$ cat src/design/sha1_stream_hasher_assert.svh
// Assertion macros shared by the hasher modules.
// Each expects clk and rst in scope and is disabled while rst is high.
`ifndef SHA1_STREAM_HASHER_ASSERT_SVH
`define SHA1_STREAM_HASHER_ASSERT_SVH

// Same-cycle implication.
`define SHA1SH_ASSERT_IMP(lbl, ante, cons, msg) \
  lbl: assert property (@(posedge clk) disable iff (rst) (ante) |-> (cons)) else $error(msg);

// Next-cycle implication.
`define SHA1SH_ASSERT_NXT(lbl, ante, cons, msg) \
  lbl: assert property (@(posedge clk) disable iff (rst) (ante) |=> (cons)) else $error(msg);

`endif

$ cat src/design/sha1sh_pkg.sv
`timescale 1ns / 1ps
`default_nettype none

package sha1sh_pkg;

  // Initial chaining values
  localparam logic [31:0] IV0 = 32'h67452301;
  localparam logic [31:0] IV1 = 32'hEFCDAB89;
  localparam logic [31:0] IV2 = 32'h98BADCFE;
  localparam logic [31:0] IV3 = 32'h10325476;
  localparam logic [31:0] IV4 = 32'hC3D2E1F0;

  // Round constants
  localparam logic [31:0] K0 = 32'h5A827999;
  localparam logic [31:0] K1 = 32'h6ED9EBA1;
  localparam logic [31:0] K2 = 32'h8F1BBCDC;
  localparam logic [31:0] K3 = 32'hCA62C1D6;

  localparam logic [7:0] PAD_BYTE   = 8'h80;
  localparam logic [5:0] FILL_LAST  = 6'd63;
  localparam logic [5:0] LEN_START  = 6'd56;
  localparam logic [6:0] ROUND_LAST = 7'd79;
  localparam logic [6:0] SCHED_FROM = 7'd16;
  localparam logic [6:0] PHASE1_AT  = 7'd20;
  localparam logic [6:0] PHASE2_AT  = 7'd40;
  localparam logic [6:0] PHASE3_AT  = 7'd60;
  localparam logic [2:0] WORD_LAST  = 3'd4;
  localparam logic [2:0] WORD_FIRST = 3'd0;

  typedef enum logic [1:0] {
    SEL_MSG  = 2'd0,
    SEL_PAD  = 2'd1,
    SEL_ZERO = 2'd2,
    SEL_LEN  = 2'd3
  } byte_sel_t;

  typedef enum logic [1:0] {
    PH_CH     = 2'd0,
    PH_PARITY = 2'd1,
    PH_MAJ    = 2'd2,
    PH_PARLATE = 2'd3
  } phase_t;

  typedef struct packed {
    logic [7:0] msg_byte;
    logic       byte_present;
    logic       end_of_message;
  } msg_item_t;

  typedef struct packed {
    logic [31:0] digest_word;
    logic [2:0]  word_index;
    logic        last_word;
  } digest_item_t;

  // Controller to datapath
  typedef struct packed {
    logic      shift;      // push one byte into the block window
    byte_sel_t sel;        // source of that byte
    logic      count;      // add 8 to the bit count
    logic      load_work;  // a..e <= h0..h4
    logic      round;      // run one compression round
    logic      sched;      // round uses the expanded schedule word
    phase_t    phase;
    logic      add_chain;  // h += a..e
    logic      finish;     // digest <= h + a..e, reinit chain
  } dp_cmd_t;

  // Datapath to controller
  typedef struct packed {
    logic [5:0] fill;
    logic       out_busy;
  } dp_sts_t;

endpackage

`default_nettype wire

$ cat src/design/sha1sh_datapath.sv
`timescale 1ns / 1ps
`default_nettype none
`include "sha1_stream_hasher_assert.svh"

module sha1sh_datapath (
  input  wire logic                   clk,
  input  wire logic                   rst,
  input  wire logic [7:0]             msg_byte,
  input  wire sha1sh_pkg::dp_cmd_t    cmd,
  output sha1sh_pkg::dp_sts_t         sts,
  output sha1sh_pkg::digest_item_t    digest,
  output logic                        digest_valid,
  input  wire logic                   digest_ready
);

  // Block window: bytes shift in at the bottom, first byte ends up on top.
  // During compression the same register is the 16-word schedule window.
  logic [511:0] win;
  logic [31:0]  a, b, c, d, e;
  logic [31:0]  h0, h1, h2, h3, h4;
  logic [63:0]  bl;
  logic [5:0]   fill;
  logic [159:0] dg;
  logic [2:0]   out_idx;

  logic [7:0]  in_byte;
  logic [7:0]  len_byte;
  logic [31:0] w0, w2, w8, w13, w_x, w_t;
  logic [31:0] f, k, t;

  assign len_byte = 8'(bl >> {~fill[2:0], 3'b000});

  always_comb begin
    unique case (cmd.sel)
      sha1sh_pkg::SEL_MSG:  in_byte = msg_byte;
      sha1sh_pkg::SEL_PAD:  in_byte = sha1sh_pkg::PAD_BYTE;
      sha1sh_pkg::SEL_ZERO: in_byte = 8'h00;
      sha1sh_pkg::SEL_LEN:  in_byte = len_byte;
      default:              in_byte = 8'h00;
    endcase
  end

  assign w0  = win[511:480];
  assign w2  = win[447:416];
  assign w8  = win[255:224];
  assign w13 = win[95:64];
  assign w_x = w13 ^ w8 ^ w2 ^ w0;
  assign w_t = cmd.sched ? {w_x[30:0], w_x[31]} : w0;

  always_comb begin
    unique case (cmd.phase)
      sha1sh_pkg::PH_CH: begin
        f = (b & c) | (~b & d);
        k = sha1sh_pkg::K0;
      end
      sha1sh_pkg::PH_PARITY: begin
        f = b ^ c ^ d;
        k = sha1sh_pkg::K1;
      end
      sha1sh_pkg::PH_MAJ: begin
        f = (b & c) | (b & d) | (c & d);
        k = sha1sh_pkg::K2;
      end
      sha1sh_pkg::PH_PARLATE: begin
        f = b ^ c ^ d;
        k = sha1sh_pkg::K3;
      end
      default: begin
        f = b ^ c ^ d;
        k = sha1sh_pkg::K3;
      end
    endcase
  end

  assign t = {a[26:0], a[31:27]} + f + e + k + w_t;

  // Payload registers
  always_ff @(posedge clk) begin
    if (cmd.shift) begin
      win <= {win[503:0], in_byte};
    end else if (cmd.round) begin
      win <= {win[479:0], w_t};
    end

    if (cmd.load_work) begin
      a <= h0;
      b <= h1;
      c <= h2;
      d <= h3;
      e <= h4;
    end else if (cmd.round) begin
      a <= t;
      b <= a;
      c <= {b[1:0], b[31:2]};
      d <= c;
      e <= d;
    end

    if (cmd.finish) begin
      dg <= {h0 + a, h1 + b, h2 + c, h3 + d, h4 + e};
    end else if (digest_valid && digest_ready) begin
      dg <= {dg[127:0], 32'h0};
    end
  end

  // Control and chaining state
  always_ff @(posedge clk) begin
    if (rst) begin
      h0           <= sha1sh_pkg::IV0;
      h1           <= sha1sh_pkg::IV1;
      h2           <= sha1sh_pkg::IV2;
      h3           <= sha1sh_pkg::IV3;
      h4           <= sha1sh_pkg::IV4;
      bl           <= 64'd0;
      fill         <= 6'd0;
      digest_valid <= 1'b0;
      out_idx      <= sha1sh_pkg::WORD_FIRST;
    end else begin
      if (cmd.shift) begin
        fill <= fill + 6'd1;
      end
      if (cmd.finish) begin
        h0 <= sha1sh_pkg::IV0;
        h1 <= sha1sh_pkg::IV1;
        h2 <= sha1sh_pkg::IV2;
        h3 <= sha1sh_pkg::IV3;
        h4 <= sha1sh_pkg::IV4;
        bl <= 64'd0;
      end else begin
        if (cmd.add_chain) begin
          h0 <= h0 + a;
          h1 <= h1 + b;
          h2 <= h2 + c;
          h3 <= h3 + d;
          h4 <= h4 + e;
        end
        if (cmd.count) begin
          bl <= bl + 64'd8;
        end
      end
      if (cmd.finish) begin
        digest_valid <= 1'b1;
        out_idx      <= sha1sh_pkg::WORD_FIRST;
      end else if (digest_valid && digest_ready) begin
        out_idx <= out_idx + 3'd1;
        if (out_idx == sha1sh_pkg::WORD_LAST) begin
          digest_valid <= 1'b0;
        end
      end
    end
  end

  assign sts.fill     = fill;
  assign sts.out_busy = digest_valid;

  assign digest.digest_word = dg[159:128];
  assign digest.word_index  = out_idx;
  assign digest.last_word   = (out_idx == sha1sh_pkg::WORD_LAST);

  `SHA1SH_ASSERT_NXT(a_finish_starts_out, cmd.finish,
                     digest_valid && out_idx == sha1sh_pkg::WORD_FIRST,
                     "digest transfer did not start at word 0")
  `SHA1SH_ASSERT_IMP(a_shift_round_excl, cmd.shift, !cmd.round,
                     "byte shift collides with a compression round")
  `SHA1SH_ASSERT_IMP(a_out_idx_range, digest_valid, out_idx <= sha1sh_pkg::WORD_LAST,
                     "digest word index out of range")

endmodule

`default_nettype wire

$ cat src/design/sha1sh_ctrl.sv
`timescale 1ns / 1ps
`default_nettype none
`include "sha1_stream_hasher_assert.svh"

module sha1sh_ctrl (
  input  wire logic                 clk,
  input  wire logic                 rst,
  input  wire logic                 msg_valid,
  output logic                      msg_ready,
  input  wire logic                 byte_present,
  input  wire logic                 end_of_message,
  input  wire sha1sh_pkg::dp_sts_t  sts,
  output sha1sh_pkg::dp_cmd_t       cmd
);

  typedef enum logic [3:0] {
    S_IDLE = 4'b0001,
    S_RND  = 4'b0010,
    S_ADD  = 4'b0100,
    S_PAD  = 4'b1000
  } state_t;

  state_t     state, state_next;
  logic [6:0] rnd, rnd_next;
  logic       padding, padding_next;   // message closed, pad bytes pending
  logic       pad_first, pad_first_next; // next pad byte is 0x80
  logic       len_ok, len_ok_next;     // this block carries the length
  logic       last_blk, last_blk_next; // compression in flight is the final one

  always_comb begin
    state_next     = state;
    rnd_next       = rnd;
    padding_next   = padding;
    pad_first_next = pad_first;
    len_ok_next    = len_ok;
    last_blk_next  = last_blk;
    msg_ready      = 1'b0;
    cmd            = '0;

    if (rnd < sha1sh_pkg::PHASE1_AT) begin
      cmd.phase = sha1sh_pkg::PH_CH;
    end else if (rnd < sha1sh_pkg::PHASE2_AT) begin
      cmd.phase = sha1sh_pkg::PH_PARITY;
    end else if (rnd < sha1sh_pkg::PHASE3_AT) begin
      cmd.phase = sha1sh_pkg::PH_MAJ;
    end else begin
      cmd.phase = sha1sh_pkg::PH_PARLATE;
    end

    unique case (state)
      S_IDLE: begin
        msg_ready = 1'b1;
        if (msg_valid) begin
          cmd.shift = byte_present;
          cmd.sel   = sha1sh_pkg::SEL_MSG;
          cmd.count = byte_present;
          if (end_of_message) begin
            padding_next   = 1'b1;
            pad_first_next = 1'b1;
            len_ok_next    = 1'b0;
          end
          if (byte_present && sts.fill == sha1sh_pkg::FILL_LAST) begin
            cmd.load_work = 1'b1;
            last_blk_next = 1'b0;
            state_next    = S_RND;
          end else if (end_of_message) begin
            state_next = S_PAD;
          end
        end
      end
      S_PAD: begin
        cmd.shift      = 1'b1;
        pad_first_next = 1'b0;
        if (pad_first) begin
          cmd.sel     = sha1sh_pkg::SEL_PAD;
          len_ok_next = (sts.fill < sha1sh_pkg::LEN_START);
        end else if (len_ok && sts.fill >= sha1sh_pkg::LEN_START) begin
          cmd.sel = sha1sh_pkg::SEL_LEN;
        end else begin
          cmd.sel = sha1sh_pkg::SEL_ZERO;
        end
        if (sts.fill == sha1sh_pkg::FILL_LAST) begin
          cmd.load_work = 1'b1;
          last_blk_next = !pad_first && len_ok;
          state_next    = S_RND;
        end
      end
      S_RND: begin
        cmd.round = 1'b1;
        cmd.sched = (rnd >= sha1sh_pkg::SCHED_FROM);
        if (rnd == sha1sh_pkg::ROUND_LAST) begin
          rnd_next   = 7'd0;
          state_next = S_ADD;
        end else begin
          rnd_next = rnd + 7'd1;
        end
      end
      S_ADD: begin
        if (last_blk) begin
          // hold until the previous digest has fully drained
          if (!sts.out_busy) begin
            cmd.finish    = 1'b1;
            padding_next  = 1'b0;
            last_blk_next = 1'b0;
            state_next    = S_IDLE;
          end
        end else begin
          cmd.add_chain = 1'b1;
          if (padding) begin
            len_ok_next = 1'b1;
            state_next  = S_PAD;
          end else begin
            state_next = S_IDLE;
          end
        end
      end
      default: state_next = S_IDLE;
    endcase
  end

  always_ff @(posedge clk) begin
    if (rst) begin
      state     <= S_IDLE;
      rnd       <= 7'd0;
      padding   <= 1'b0;
      pad_first <= 1'b0;
      len_ok    <= 1'b0;
      last_blk  <= 1'b0;
    end else begin
      state     <= state_next;
      rnd       <= rnd_next;
      padding   <= padding_next;
      pad_first <= pad_first_next;
      len_ok    <= len_ok_next;
      last_blk  <= last_blk_next;
    end
  end

  `SHA1SH_ASSERT_NXT(a_full_block_compresses,
                     state == S_IDLE && msg_valid && byte_present &&
                     sts.fill == sha1sh_pkg::FILL_LAST,
                     state == S_RND, "full block did not start compression")
  `SHA1SH_ASSERT_IMP(a_finish_needs_free_out, cmd.finish, !sts.out_busy,
                     "digest overwritten before it drained")
  `SHA1SH_ASSERT_IMP(a_round_in_range, state == S_RND, rnd <= sha1sh_pkg::ROUND_LAST,
                     "round counter ran past the last round")

endmodule

`default_nettype wire

$ cat src/design/sha1_stream_hasher.sv
// SHA-1 stream hasher.
// msg channel (msg_valid/msg_ready, payload msg): one transfer per step, carrying
//   a message byte, a byte_present flag and an end_of_message flag.
// digest channel (digest_valid/digest_ready, payload digest): five transfers per
//   message, h0 first, word_index 0..4, last_word set on the fifth.
// Flow: each accepted present byte enters the block window; every 64th byte
//   starts a compression (80 rounds at one round per cycle in the shared round
//   unit, then the chaining add), during which msg_ready is low.
// Completion: after the closing transfer, the pad bytes shift in one per cycle
//   (64 minus the buffered byte count, or that plus 64 when fewer than 9 bytes
//   are free), each padded block is compressed in turn, and the first digest
//   word is valid the cycle after the final chaining add.
// The digest sits in its own output register, so the next message may stream in
//   while the digest drains; the final add of the next message waits until the
//   previous digest has been fully taken. A stalled receiver holds the current
//   word steady and only blocks input at that point.
// Reset (synchronous, rst high) loads the initial chaining words, clears the bit
//   count and byte fill, and drops digest_valid.
`timescale 1ns / 1ps
`default_nettype none

module sha1_stream_hasher (
  input  wire logic                    clk,
  input  wire logic                    rst,
  input  wire logic                    msg_valid,
  output logic                         msg_ready,
  input  wire sha1sh_pkg::msg_item_t   msg,
  output logic                         digest_valid,
  input  wire logic                    digest_ready,
  output sha1sh_pkg::digest_item_t     digest
);

  // command/status link between sequencer and datapath
  sha1sh_pkg::dp_cmd_t cmd;
  sha1sh_pkg::dp_sts_t sts;

  sha1sh_ctrl u_ctrl (
    .clk            (clk),
    .rst            (rst),
    .msg_valid      (msg_valid),
    .msg_ready      (msg_ready),
    .byte_present   (msg.byte_present),
    .end_of_message (msg.end_of_message),
    .sts            (sts),
    .cmd            (cmd)
  );

  sha1sh_datapath u_datapath (
    .clk          (clk),
    .rst          (rst),
    .msg_byte     (msg.msg_byte),
    .cmd          (cmd),
    .sts          (sts),
    .digest       (digest),
    .digest_valid (digest_valid),
    .digest_ready (digest_ready)
  );

endmodule

`default_nettype wire
$ cat config.mk
export PLATFORM = sky130hd
export DESIGN_NAME = sha1_stream_hasher
export DESIGN_NICKNAME = d
export VERILOG_FILES = /design/src/design/sha1sh_pkg.sv /design/src/design/sha1sh_datapath.sv /design/src/design/sha1sh_ctrl.sv /design/src/design/sha1_stream_hasher.sv
export VERILOG_INCLUDE_DIRS = /design/src /design/src/design
export SDC_FILE = /design/constraint.sdc
export NUM_CORES = 2
export LEC_CHECK = 0
export BUFFER_PORTS_ARGS = -buffer_cell sky130_fd_sc_hd__buf_4
export CORE_MARGIN = 8
export CORE_UTILIZATION = 40
export CTS_CLUSTER_SIZE = 24
export DETAILED_ROUTE_END_ITERATION = 8
export GPL_ROUTABILITY_DRIVEN = 0
export PLACE_DENSITY = 0.57
export SETUP_SLACK_MARGIN = 0.15
export SYNTH_ARGS = -nofsm -noshare
export SYNTH_HDL_FRONTEND = slang
export SYNTH_SLANG_ARGS = --single-unit
$ cat constraint.sdc
create_clock -name clk -period 36.8 [get_ports clk]
set_input_delay 3.68 -clock clk [delete_from_list [all_inputs] [get_ports clk]]
set_output_delay 3.68 -clock clk [all_outputs]
set_load 0.005 [all_outputs]
Word-level counts from Yosys, hierarchy flattened

Index checks and enable logic that the tools add are counted.

Bits of input ports: 14
Word-level logic and storage cells: 169
Flip-flop bits (word level): 1081

Reductions and logical operators: 22
Add/subtract/negate cells: 13
$lt $le $gt $ge: 6
Bitwise operators: 14
Muxes and demuxes: 66
Eq/ne operators: 25
Shift operators: 1

Operator list:

| operator                | count |
|---|---|
| $mux W512               | 2 |
| $mux W32                | 11 |
| $mux W160               | 2 |
| $add A32 B32 Y32        | 9 |
| $xor A32 B32 Y32        | 5 |
| $and A32 B32 Y32        | 4 |
| $pmux W32 S4            | 1 |
| $or A32 B32 Y32         | 3 |
| $pmux W32 S3            | 1 |
| $add A64 B4 Y64 const B | 1 |
| $shr A64 B6 Y8          | 1 |
| $mux W4                 | 8 |
| $not A32 Y32            | 1 |
| $pmux W8 S4             | 1 |
| $mux W1                 | 26 |
| $pmux W4 S4             | 1 |
| $lt A7 B6 Y1 const B    | 2 |
| $ne A2 B1 Y1 const B    | 6 |
| $reduce_bool A2 Y1      | 6 |
| $mux W2                 | 5 |
| $reduce_and A5 Y1       | 2 |
| $eq A2 B2 Y1 const B    | 4 |
| $ne A2 B2 Y1 const B    | 4 |
| $add A7 B1 Y7 const B   | 1 |
| 31 further kinds        | 40 |

Logic depth before layout (Yosys ltp)

Depth in word-level cells: 13
Depth in mapped cells: 28
Gate-level depth less buffers: 25

Modules after synthesis

From an unflattened synthesis, not the netlist that was laid out.

Cells, all modules: 4922
Area, all modules: 59161.7 µm²

Modules (own cells, without submodules):

| module          | instances | cells an instance | area an instance (µm²) |
|---|---|---|---|
| sha1sh_datapath | 1         | 4798              | 58192.1 |
| sha1sh_ctrl     | 1         | 124               | 969.7 |

Least setup slack after synthesis

No wires, ideal clock.

Path type: input to register
From: in msg_valid
To: reg u_datapath.win[0], enable pin
Slack: 19850 ps
Data arrival time: 13292 ps
Path buffers: 3
Stages: 7
Path through: nand2_1 -> nor2_1 -> nor2_1 -> clkbuf_1 -> clkbuf_1 -> clkbuf_1 -> nand2_1

Cells in the longest elaborated chain, start to end: 3

Ends and longest elaborated chain:

| element                             | line                     | RTL |
|---|---|---|
| start: declaration                  | sha1_stream_hasher.sv:25 | `input wire logic msg_valid,` |
| $mux W5                             | sha1sh_ctrl.sv:53        | `if (msg_valid) begin` |
| $pmux W3 S2                         | sha1sh_ctrl.sv:50        | `unique case (state)` |
| $reduce_bool A2 Y1 (no source line) | --                       |  |
| end signal: assignment              | sha1sh_datapath.sv:80    | `win <= {win[503:0], in_byte};` |
| end signal: assignment              | sha1sh_datapath.sv:82    | `win <= {win[479:0], w_t};` |
| end: declaration                    | sha1sh_datapath.sv:18    | `logic [511:0] win;` |

No other way between the ends.
A chain may end at the register's enable or synchronous reset.

Final worst setup path

From: in msg_valid
To: reg u_datapath.win[332], enable pin

Same word-level chain as after synthesis.

==> impl_results.html <==
<table>
<tr><th>Metric</th><th>Value</th></tr>
<tr><th colspan="2">Pwr</th></tr>
<tr><td>Standby leakage power</td><td>26.7 nW</td></tr>
<tr><td>Switching Fraction</td><td>0.324</td></tr>
<tr><td>P per Cell Area</td><td>approximately 62 nW/um^2</td></tr>
<tr><td>Int Power</td><td>approximately 2.7 mW</td></tr>
<tr><td>Largest voltage drop on the vdd net</td><td>about 0.047 mV</td></tr>
<tr><td>Combinational cell fraction of total power</td><td>0.253</td></tr>
<tr><td>Proportion of power drawn by the clock network</td><td>0.304</td></tr>
<tr><td>Net switching power</td><td>1.30 mW</td></tr>
<tr><td>Total Power Consumption</td><td>4.01 mW</td></tr>
<tr><td>Sequential Power Share</td><td>0.442</td></tr>
<tr><th colspan="2">Critical path</th></tr>
<tr><td>Critical path data required time</td><td>37.14 ns</td></tr>
<tr><td>Crit path top cell by count</td><td>buf_4</td></tr>
<tr><td>Kind of end point of the critical path</td><td>register</td></tr>
<tr><td>Launching point of the worst reg2reg path</td><td>u_ctrl.state[1]</td></tr>
<tr><td>Top fanout value on the critical path</td><td>88</td></tr>
<tr><td>Register-to-register setup slack</td><td>29.52 ns</td></tr>
<tr><td>Slowest cell delay on critical path</td><td>0.97 ns</td></tr>
<tr><td>Kind of start point of the critical path</td><td>primary input</td></tr>
<tr><td>Library cell contributing the largest single delay on the critical path</td><td>buf_4</td></tr>
<tr><td>Worst-case reg-to-reg path depth</td><td>21</td></tr>
<tr><td>Critical path class</td><td>primary input to register</td></tr>
<tr><td>Destination of the worst register-to-register timing path</td><td>u_datapath.a[29]</td></tr>
<tr><td>Critical path data arrival time</td><td>between 8 and 9 ns</td></tr>
<tr><td>Cell breakdown of the critical path</td><td>buf_4 &gt; nand2_1 &gt; nor2_1 &gt; nor2_4 &gt; nand2_4 &gt; buf_4 &gt; buf_4 &gt; buf_4</td></tr>
<tr><th colspan="2">Cells and area</th></tr>
<tr><td>Area of all sequential standard cells</td><td>approximately 30,000 um^2</td></tr>
<tr><td>Fraction of layout instances using a drive strength above 1</td><td>0.0542</td></tr>
<tr><td>Area growth from synthesis to layout</td><td>10.2%</td></tr>
<tr><td>Total area of multi-input combinational cells</td><td>about 27,000 um^2</td></tr>
<tr><td>Number of fill cells</td><td>between 10,000 and 15,000</td></tr>
<tr><td>Final Net Count</td><td>6,584</td></tr>
<tr><td>Non-Filler Instances</td><td>slightly above 8,000</td></tr>
<tr><th colspan="2">Floorplan</th></tr>
<tr><td>Die height</td><td>400 um</td></tr>
<tr><td>Num ports</td><td>between 50 and 60</td></tr>
<tr><td>Full die area</td><td>between 150,000 and 200,000 um^2</td></tr>
<tr><td>Floorplan die width</td><td>about 400 um</td></tr>
<tr><td>Core ar.</td><td>147,000 um^2</td></tr>
<tr><td>Starting density of the core</td><td>0.401</td></tr>
<tr><td>FP Rows</td><td>roughly 140</td></tr>
<tr><th colspan="2">Synthesis</th></tr>
<tr><td>Area fraction in compound gates after synthesis</td><td>0.103</td></tr>
<tr><td>Yosys top cell by area</td><td>edfxtp_1</td></tr>
<tr><td>Post-synthesis cell count</td><td>between 6,000 and 7,000</td></tr>
<tr><td>Main combinational cell family by area after synthesis</td><td>simple AND/OR/NAND/NOR gates</td></tr>
<tr><td>Main synth FF type</td><td>edfxtp_1</td></tr>
<tr><td>Synthesis-stage register bit count</td><td>1,078</td></tr>
<tr><td>Sequential-to-total area share from yosys stat</td><td>0.508</td></tr>
<tr><td>Number of flops mapped to enable cells by yosys</td><td>around 830</td></tr>
<tr><td>Share of cell area taken by muxes after synthesis</td><td>0.0107</td></tr>
<tr><td>Fraction of synthesis flops using an asynchronous set or reset pin</td><td>0</td></tr>
<tr><td>Parity-gate share of the synthesized area counting xor and xnor cells</td><td>0.0477</td></tr>
<tr><td>Dominant cells by area after synthesis</td><td>edfxtp_1 42%, nand2_1 15%, dfxtp_1 8.4%</td></tr>
<tr><td>Post-synth net total</td><td>around 6,700</td></tr>
<tr><td>Simple-gate share of the synthesized area</td><td>0.202</td></tr>
<tr><td>Cell variety after synth</td><td>a little over 80</td></tr>
<tr><td>Average footprint of a synthesized cell</td><td>just over 9 um^2</td></tr>
<tr><td>Top-area cell type share of the netlist area</td><td>0.424</td></tr>
<tr><td>Commonest cells in the synthesized netlist</td><td>2,368 x nand2_1, 832 x edfxtp_1, 293 x a21oi_1</td></tr>
<tr><td>Yosys warnings</td><td>0</td></tr>
<tr><td>Most frequent cell after synthesis</td><td>nand2_1</td></tr>
<tr><td>Adder-Cell Fraction of Synth Area</td><td>0.0909</td></tr>
<tr><td>Summed instance area of the synthesized netlist</td><td>roughly 59,000 um^2</td></tr>
<tr><th colspan="2">Min path</th></tr>
<tr><td>Instance count along the most critical hold path</td><td>2</td></tr>
<tr><td>Worst hold start</td><td>u_datapath.h3[13]</td></tr>
<tr><td>Terminating pin of the worst hold path</td><td>u_datapath.h3[13]</td></tr>
<tr><td>Worst min path class</td><td>register to register</td></tr>
<tr><th colspan="2">CTS</th></tr>
<tr><td>Clock buffer count from CTS</td><td>~120</td></tr>
<tr><td>Clk sink count</td><td>1,078</td></tr>
<tr><td>Number of buffers added for setup after CTS</td><td>0</td></tr>
<tr><td>Post-CTS sizing</td><td>0</td></tr>
<tr><td>Root Driver</td><td>clkbuf_16</td></tr>
<tr><td>Count of H-tree levels built during CTS</td><td>3</td></tr>
<tr><td>Clk slew on worst S/H paths</td><td>roughly 0.060 ns</td></tr>
<tr><td>CTS tree</td><td>done</td></tr>
<tr><td>CTS Hold Buffers Added</td><td>0</td></tr>
<tr><td>Clock latency on the worst-skew pair</td><td>roughly 0.74 ns</td></tr>
<tr><td>Clock tree buffer depth</td><td>3</td></tr>
<tr><th colspan="2">Outcome</th></tr>
<tr><td>Status</td><td>completed</td></tr>
<tr><th colspan="2">STA</th></tr>
<tr><td>Final Hold Slack</td><td>0.478 ns</td></tr>
<tr><td>Worst rel slew slack</td><td>0.0894</td></tr>
<tr><td>Period minus WS final</td><td>slightly below 8 ns</td></tr>
<tr><td>Final count of pins violating max slew</td><td>0</td></tr>
<tr><td>Top achievable clock speed</td><td>127 MHz</td></tr>
<tr><td>Slew at the pin closest to its max-slew limit</td><td>1.36 ns</td></tr>
<tr><td>Setup skew after layout</td><td>~0.033 ns</td></tr>
<tr><td>Setup repair after global routing missed its margin</td><td>no</td></tr>
<tr><td>Total Negative Setup Slacks</td><td>0 ns</td></tr>
<tr><td>Final cycle utilization of the critical path</td><td>0.215</td></tr>
<tr><td>Setup violations, final</td><td>0</td></tr>
<tr><td>Final Hold Vio Count</td><td>0</td></tr>
<tr><th colspan="2">Global route</th></tr>
<tr><td>First-pass GRT wire length</td><td>245 mm</td></tr>
<tr><td>Total global routing track utilization</td><td>0.195</td></tr>
<tr><td>Vias in the first global route</td><td>approximately 42,000</td></tr>
<tr><td>Number of antenna violations at the first check in global routing</td><td>3</td></tr>
<tr><td>GR Overflow Total</td><td>0</td></tr>
<tr><td>Maximum number of pins on one net before global-route repair</td><td>about 220</td></tr>
<tr><th colspan="2">Job</th></tr>
<tr><td>Number of maximum-capacitance violations</td><td>0</td></tr>
<tr><th colspan="2">Placement</th></tr>
<tr><td>Port Buf Inserts</td><td>51</td></tr>
<tr><td>Placed cell count</td><td>between 8,000 and 9,000</td></tr>
<tr><td>Dpl hpwl</td><td>about 110 mm</td></tr>
<tr><th colspan="2">Routing</th></tr>
<tr><td>Detail Route Antenna Nets</td><td>0</td></tr>
<tr><td>Average wire per cell in the routed design</td><td>between 15 and 20 um</td></tr>
<tr><td>Vias per std cell</td><td>about 5.3</td></tr>
<tr><td>Initial DRC Count</td><td>3,981</td></tr>
<tr><td>Drt pass-1 iters</td><td>6</td></tr>
<tr><td>Count of vias placed by the detailed router</td><td>about 44,000</td></tr>
<tr><td>Total Wirelength</td><td>roughly 160 mm</td></tr>
<tr><td>DRC violation count after routing</td><td>0</td></tr>
</table>
## layer usage
layer | global-route usage | up-vias | wire length [um]
met3 | 0.0326 | 183 | 12200
met4 | 0.0531 | 0 | 3850
met2 | 0.287 | 1295 | 67300
met5 | 0 | - | 0
met1 | 0.296 | 21000 | 76500
li1 | - | 21200 | -
## power by group through the flow
| stage | combinational [mW] | sequential [mW] | clock [mW] |
|---|---|---|---|
| 6_report | 1.02 | 1.77 | 1.22 |
| 5_1_grt | 1.15 | 1.79 | 1.29 |
| 4_1_cts | 1.02 | 1.77 | 1.25 |
| 3_5_place_dp | 1.02 | 1.79 | 0 |
| 3_3_place_gp | 1.00 | 1.80 | 0 |
| 2_1_floorplan | 0.755 | 1.83 | 0 |
## cell usage in the layout (no fill, tap or decap), drive strengths merged, types with 23 or more instances in the layout
cell type  Yosys  final
buf           46    103
o21bai        33     33
edfxtp       832    832
and2          23     23
a21o          82     82
dfxtp        246    246
a211oi        42     42
or3           28     28
o31ai         34     34
nor2b         34     34
o211ai        61     61
ha           228    228
and3          35     35
xor2         109    109
clkbuf       272    170
o21a          25     25
o21ai        289    289
a31oi         23     23
clkinv         0     43
xnor2        212    212
nor3          34     34
nand2       2372   2372
fa           125    125
a21oi        293    293
nor2         267    267
nand4         25     25
nand3         79     79
inv          250    253
## cell families after synthesis
logic type / Yosys count
and+or+nand+nor: 2955
DFF: 1078
AOI/OAI and AO/OA: 989
buffers and inverters: 568
adders and majority gates: 353
xor gates and xnor gates: 321
muxes: 45
## stage by stage
step	setup slack, ns	utilization	instance area (um^2)
floorplan	19.85	-	58900
global placement	28.13	0.415	60900
detailed placement	28.07	0.415	60900
CTS	28.91	0.442	64900
global route	28.54	0.442	64900
finish	28.90	0.442	64900
## cell type report
type,instances,share of cell area
diodes,2,0.0000771
clock buffers,170,0.0526
clock inverters,60,0.00871
inverters,250,0.0145
multi-input cells,4663,0.414
flip-flops and latches,1078,0.461
well taps,1930,0.0372
repair buffers,103,0.0125
## worst max-delay path by stage
stage                   start             endpoint
finish              msg_valid  u_datapath.win[332]
global route        msg_valid  u_datapath.win[300]
CTS                 msg_valid  u_datapath.win[316]
detailed placement  msg_valid  u_datapath.win[332]
global placement    msg_valid  u_datapath.win[356]
floorplan           msg_valid    u_datapath.win[0]
## worst max-delay path: cells and delay by family
family / cells / cell delay, ns
buffers and inverters: 4 / 2.90
AND/OR/NAND/NOR: 4 / 1.49
## state kept, by name (all words and copies together), names as in the netlist, 6 cells and up
name	flops
u_datapath.h0	32
u_datapath.a	32
u_datapath.d	32
u_datapath.b	32
u_datapath.h3	32
u_datapath.h4	32
u_datapath.win	512
u_datapath.dg	160
u_datapath.h2	32
u_datapath.fill	6
u_datapath.e	32
u_ctrl.rnd	7
u_datapath.h1	32
u_datapath.c	32
u_datapath.bl	61
Power figures use the tool's default switching activity.
